[src/rtl/core/pcm_pkg.sv]
// Package for the correlation magnitude block: sequencer states,
// product-step codes and fixed datapath widths.
// No dependencies.
`timescale 1ns / 1ps

package pcm_pkg;

   // Operand limb width of the shared multiplier
   localparam int LIMB_W = 32;
   // Wide operand width, two limbs
   localparam int WIDE_W = 64;
   // Accumulator width, 128-bit products plus sign and guard
   localparam int ACC_W  = 130;
   // Quotient bits of the ratio stage, ratio is at most 2^30
   localparam int QUO_W  = 31;
   // Root width, root is at most 32768
   localparam int ROOT_W = 16;

   typedef enum logic [2:0] {
      ST_IDLE,
      ST_ACC,
      ST_PROD_MUL,
      ST_PROD_ADD,
      ST_DIV,
      ST_SQ_MUL,
      ST_SQ_CMP,
      ST_DONE
   } state_type;

   // End-of-frame product steps, in execution order
   typedef enum logic [2:0] {
      OP_N_CROSS,
      OP_FAR_NEAR,
      OP_N_FAR_SQ,
      OP_FAR_FAR,
      OP_N_NEAR_SQ,
      OP_NEAR_NEAR,
      OP_VAR_VAR,
      OP_COV_COV
   } op_type;

endpackage

[src/rtl/core/pcm_mul.sv]
// Shared 32x32 unsigned multiplier with a registered product.
// Uses pcm_pkg for the limb width.
`timescale 1ns / 1ps

module pcm_mul
   import pcm_pkg::*;
(
   input  logic                clock,
   input  logic [LIMB_W-1:0]   mul_a,
   input  logic [LIMB_W-1:0]   mul_b,
   output logic [2*LIMB_W-1:0] mul_p
);

   logic [2*LIMB_W-1:0] prod_ff;
   logic [2*LIMB_W-1:0] prod_in;

   // Form the product
   assign prod_in = (2*LIMB_W)'(mul_a) * (2*LIMB_W)'(mul_b);

   // Register it
   always_ff @(posedge clock) begin
      prod_ff <= prod_in;
   end

   assign mul_p = prod_ff;

endmodule

[config.mk]
export PLATFORM = sky130hd
export DESIGN_NAME = pcm_mul
export DESIGN_NICKNAME = d
export VERILOG_FILES = /design/src/rtl/core/pcm_pkg.sv /design/src/rtl/core/pcm_mul.sv
export SDC_FILE = /design/constraint.sdc
export NUM_CORES = 2
export LEC_CHECK = 0
export BUFFER_PORTS_ARGS = -buffer_cell sky130_fd_sc_hd__clkbuf_2
export CELL_PAD_IN_SITES_DETAIL_PLACEMENT = 0
export CELL_PAD_IN_SITES_GLOBAL_PLACEMENT = 2
export CORE_ASPECT_RATIO = 1.5
export CORE_MARGIN = 2
export CORE_UTILIZATION = 30
export CTS_CLUSTER_SIZE = 28
export DETAILED_ROUTE_END_ITERATION = 10
export GPL_ROUTABILITY_DRIVEN = 1
export PLACE_DENSITY_LB_ADDON = 0.25
export SYNTH_ARGS = -nofsm -noshare
export SYNTH_HDL_FRONTEND = slang
export SYNTH_SLANG_ARGS = --single-unit
[constraint.sdc]
create_clock -name clock -period 8.95 [get_ports clock]
set_clock_uncertainty 0.05 [all_clocks]
set_input_delay 0.895 -clock clock [delete_from_list [all_inputs] [get_ports clock]]
set_output_delay 0.895 -clock clock [all_outputs]
set_load 0.01 [all_outputs]
==> results by stage <==
Run status:
- The run finished with clean final reports.

Floorplan:
- The die covers 0.118 sq mm.
- During I/O placement, the number of pins put on the boundary was 129.
- The width of the die is 281 microns.
- For this configuration, the core starts out at a cell density of 0.302.
- In this run the core area contains 152 standard-cell rows.
- The core box area is 0.114 sq mm.
- In this run the vertical extent of the chip is 420 microns.

STA:
- In the final timing run, aggregate negative setup slack is 0 ns.
- The final max-slew violation count is 0.
- Hold timing on the final database bottoms out at a slack of 1.14 ns.
- The highest clock rate is 0.121 GHz.
- The final count of hold timing violations is 0.
- Setup repair after global routing left no endpoint under its margin.
- The clock period could shrink to 8.30 ns.
- At the pin with the least slew margin, the transition time is 0.848 ns.
- The final number of setup-violating endpoints is 0.
- Setup slack on the critical path of the routed design comes to 0.653 ns.
- The worst pin sits at a relative slew slack of 0.431.
- The share of the clock period used by the worst path after layout is 0.927.

Worst setup path:
- Traced cell by cell, the critical path runs through clkbuf_2, and2_1, fa_1, inv_1, fa_1, inv_1, fa_1, fa_1, fa_1, fa_1, fa_1, fa_1, ha_1, a21oi_1, o21ai_0, o2bb2ai_1, a311oi_1, a31oi_1, buf_4, a31o_2, a211oi_1, o21ai_1, xor2_1.
- The slowest stage of the critical path belongs to the cell sky130_fd_sc_hd__fa_1.
- The endpoint type of the worst setup path is a flop.
- The cell occurring most often along the worst timing path is sky130_fd_sc_hd__fa_1.
- The critical-path maximum fanout is 22.
- Data on the critical path arrives at its endpoint at 8.52 ns.
- The worst setup path is of the input port to flop kind.
- The start point of the critical path is mul_a[12].
- Among cell families on the critical path, the largest total delay comes from adder cells.
- The element type at the critical path start is an input port.
- The endpoint required time on the critical path is 9.18 ns.
- On the worst path, the slowest cell contributes a delay of 0.65 ns.
- The buffers plus inverters on the worst setup path is 4.

Synth:
- After synthesis, the most frequently instantiated cells are sky130_fd_sc_hd__fa_1 (896), sky130_fd_sc_hd__inv_1 (863), sky130_fd_sc_hd__and2_1 (603).
- The most used flip-flop cell after synthesis is sky130_fd_sc_hd__dfxtp_1.
- For this run, the number of Yosys warnings is 0.
- The number of storage elements in the synthesis netlist is 64.
- Sorting the synthesized cells by area gives the leading types as sky130_fd_sc_hd__fa_1 (52%), sky130_fd_sc_hd__and2_1 (11%), sky130_fd_sc_hd__ha_1 (9.5%), sky130_fd_sc_hd__inv_1 (9.4%), sky130_fd_sc_hd__nand2_1 (5.2%).
- The post-synthesis instance area is 0.0346 sq mm.
- Of all cell types, the one taking the most synthesized area is sky130_fd_sc_hd__fa_1.
- The sequential element share of the synthesized area is 0.0370.
- When the netlist entered floorplanning its net count stood at 4,982.
- The synthesized area per cell is 9.21 sq um.
- The cell count after synthesis came out at 3,758.
- Of the post-synthesis cell area, the dominant cell type holds 0.518.
- The dominant cell by count in the synthesized netlist is sky130_fd_sc_hd__fa_1.
- The number of flops mapped to enable cells by yosys is 0.
- The count of cell types in the netlist is 56.
- The async set-or-reset flop fraction in the synthesized netlist is 0.

Route:
- The sum of routed wire length over all layers is 120 mm.
- The detailed-routing iteration count for the pre-antenna-repair pass is 5.
- After the first detailed-routing iteration, the DRC count stood at 885.
- In the final routed layout, each cell accounts on average for roughly 22 microns.
- The number of routed nets with antenna violations is 0.
- After detailed routing, the number of remaining DRC violations is 0.
- The total via count after detailed routing is 24.7k.
- In the routed layout, each cell is associated on average with a via count of 4.64.

GRT:
- The via count of the first global-routing pass is 28.7k.
- The initial antenna violation count is 3.
- The pin count of the biggest net entering global routing is 26.
- The first global-routing pass estimated 180 mm of wire.
- The total congestion overflow is 0.
- The overall routing resource usage is 0.210.

Placement:
- The worst setup timing slack at the placement stage is about 0.19 ns.
- Detailed placement finished with a half-perimeter wire length of 104 mm.
- Routability-driven placement finished with a final weighted congestion of ~0.85.
- The count of port buffers added during placement is 128.

Clocking:
- The clock net in this run drives a total of 64 sinks.
- After clock tree synthesis, the clock-pin slew on the worst setup and hold paths is 0.08 ns.
- The count of hold-fix buffers inserted at cts is 0.
- Counting along the longest clock path gives a buffer depth of 2.
- The number of clock buffers added by TritonCTS is 9.
- TritonCTS built the clock tree.
- In this run, post-CTS repair resized a total of 0 instances.
- The number of post-CTS setup repair buffers is 0.
- The H-tree was split into 3 levels.
- The cell at the root of the clock tree is sky130_fd_sc_hd__clkbuf_16.

Worst hold path:
- The tightest min-delay check is of the input port to flop type.
- The startpoint of the lowest-slack hold path is mul_a[0].

Final layout:
- For this run, the share of the core covered by cells in the final layout is 0.329.
- The number of nets at the end of the flow is about 5.0k.
- Compared with the post-synthesis result, the final layout area differs by 8.62%.
- The fraction of final layout cells with drive strength greater than 1 is 0.0712.
- The number of flip-flops in the largest register is 64.

Flow run:
- Max-cap violations in this run came to 0.
layout make-up:
type	instances	area (sq um)
Antenna cell	2	5.00
Fill cell	12300	76900
Clock inverter	6	73.8
Timing Repair Buffer	243	1600
Multi-Input combinational cell	2604	29200
Clock buffer	10	239
Sequential cell	64	1280
Inverter	863	3240
Tap cell	1540	1930
layer usage:
layer  track usage  part of all wire
met1         0.200              0.32
met2         0.435              0.60
met3        0.0154             0.019
met4         0.114             0.067
met5             0                 0
stage by stage:
stage / cells / instance area, sq um
after global routing: 5330 / 37600
after global placement: 5314 / 37300
after CTS: 5330 / 37600
after detailed placement: 5314 / 37300
final: 5332 / 37600
after floorplan: 3758 / 34600
layout by cell type (no fill, tap or decap), types with 9 or more instances in the layout:
master,Yosys,routed
sky130_fd_sc_hd__inv_1,863,863
sky130_fd_sc_hd__a21o_1,37,37
sky130_fd_sc_hd__clkbuf_2,1,128
sky130_fd_sc_hd__xnor2_1,33,33
sky130_fd_sc_hd__and3_1,14,14
sky130_fd_sc_hd__nand4_1,24,24
sky130_fd_sc_hd__ha_1,263,263
sky130_fd_sc_hd__a21oi_1,68,68
sky130_fd_sc_hd__o21ai_0,28,28
sky130_fd_sc_hd__o21bai_1,10,10
sky130_fd_sc_hd__buf_4,0,107
sky130_fd_sc_hd__clkbuf_16,0,9
sky130_fd_sc_hd__dfxtp_1,64,64
sky130_fd_sc_hd__nand2_1,478,478
sky130_fd_sc_hd__nor2_1,21,21
sky130_fd_sc_hd__nand3_1,12,12
sky130_fd_sc_hd__a31oi_1,11,11
sky130_fd_sc_hd__and2_1,603,603
sky130_fd_sc_hd__xor2_1,26,26
sky130_fd_sc_hd__fa_1,896,896
path summary, 6_finish.rpt:
check / to / cells past startpoint
worst max-delay path: mul_p[62]$_DFF_P_ / 23
worst min-delay path: mul_p[0]$_DFF_P_ / 3
tightest hold or removal path, cell delays in order:
cell	delay, ns
sky130_fd_sc_hd__clkbuf_2	0.23
sky130_fd_sc_hd__buf_12	0.24
sky130_fd_sc_hd__and2_1	0.14
logic make-up (layout without fill, tap and decap cells):
group	count (synthesis)	after routing	synth area share
xor+xnor	59	59	0.0149
fa+ha+maj	1159	1159	0.613
other cells	0	2	0
flops	64	64	0.0370
buf+inv	1090	1122	0.119
mux	1	1	0.000289
simple gates	1180	1180	0.177
compound gates	205	205	0.0392
Power is left out: the tool's default activity adds up to more than one toggle a clock period on the data nets, which glitch-free logic cannot reach.
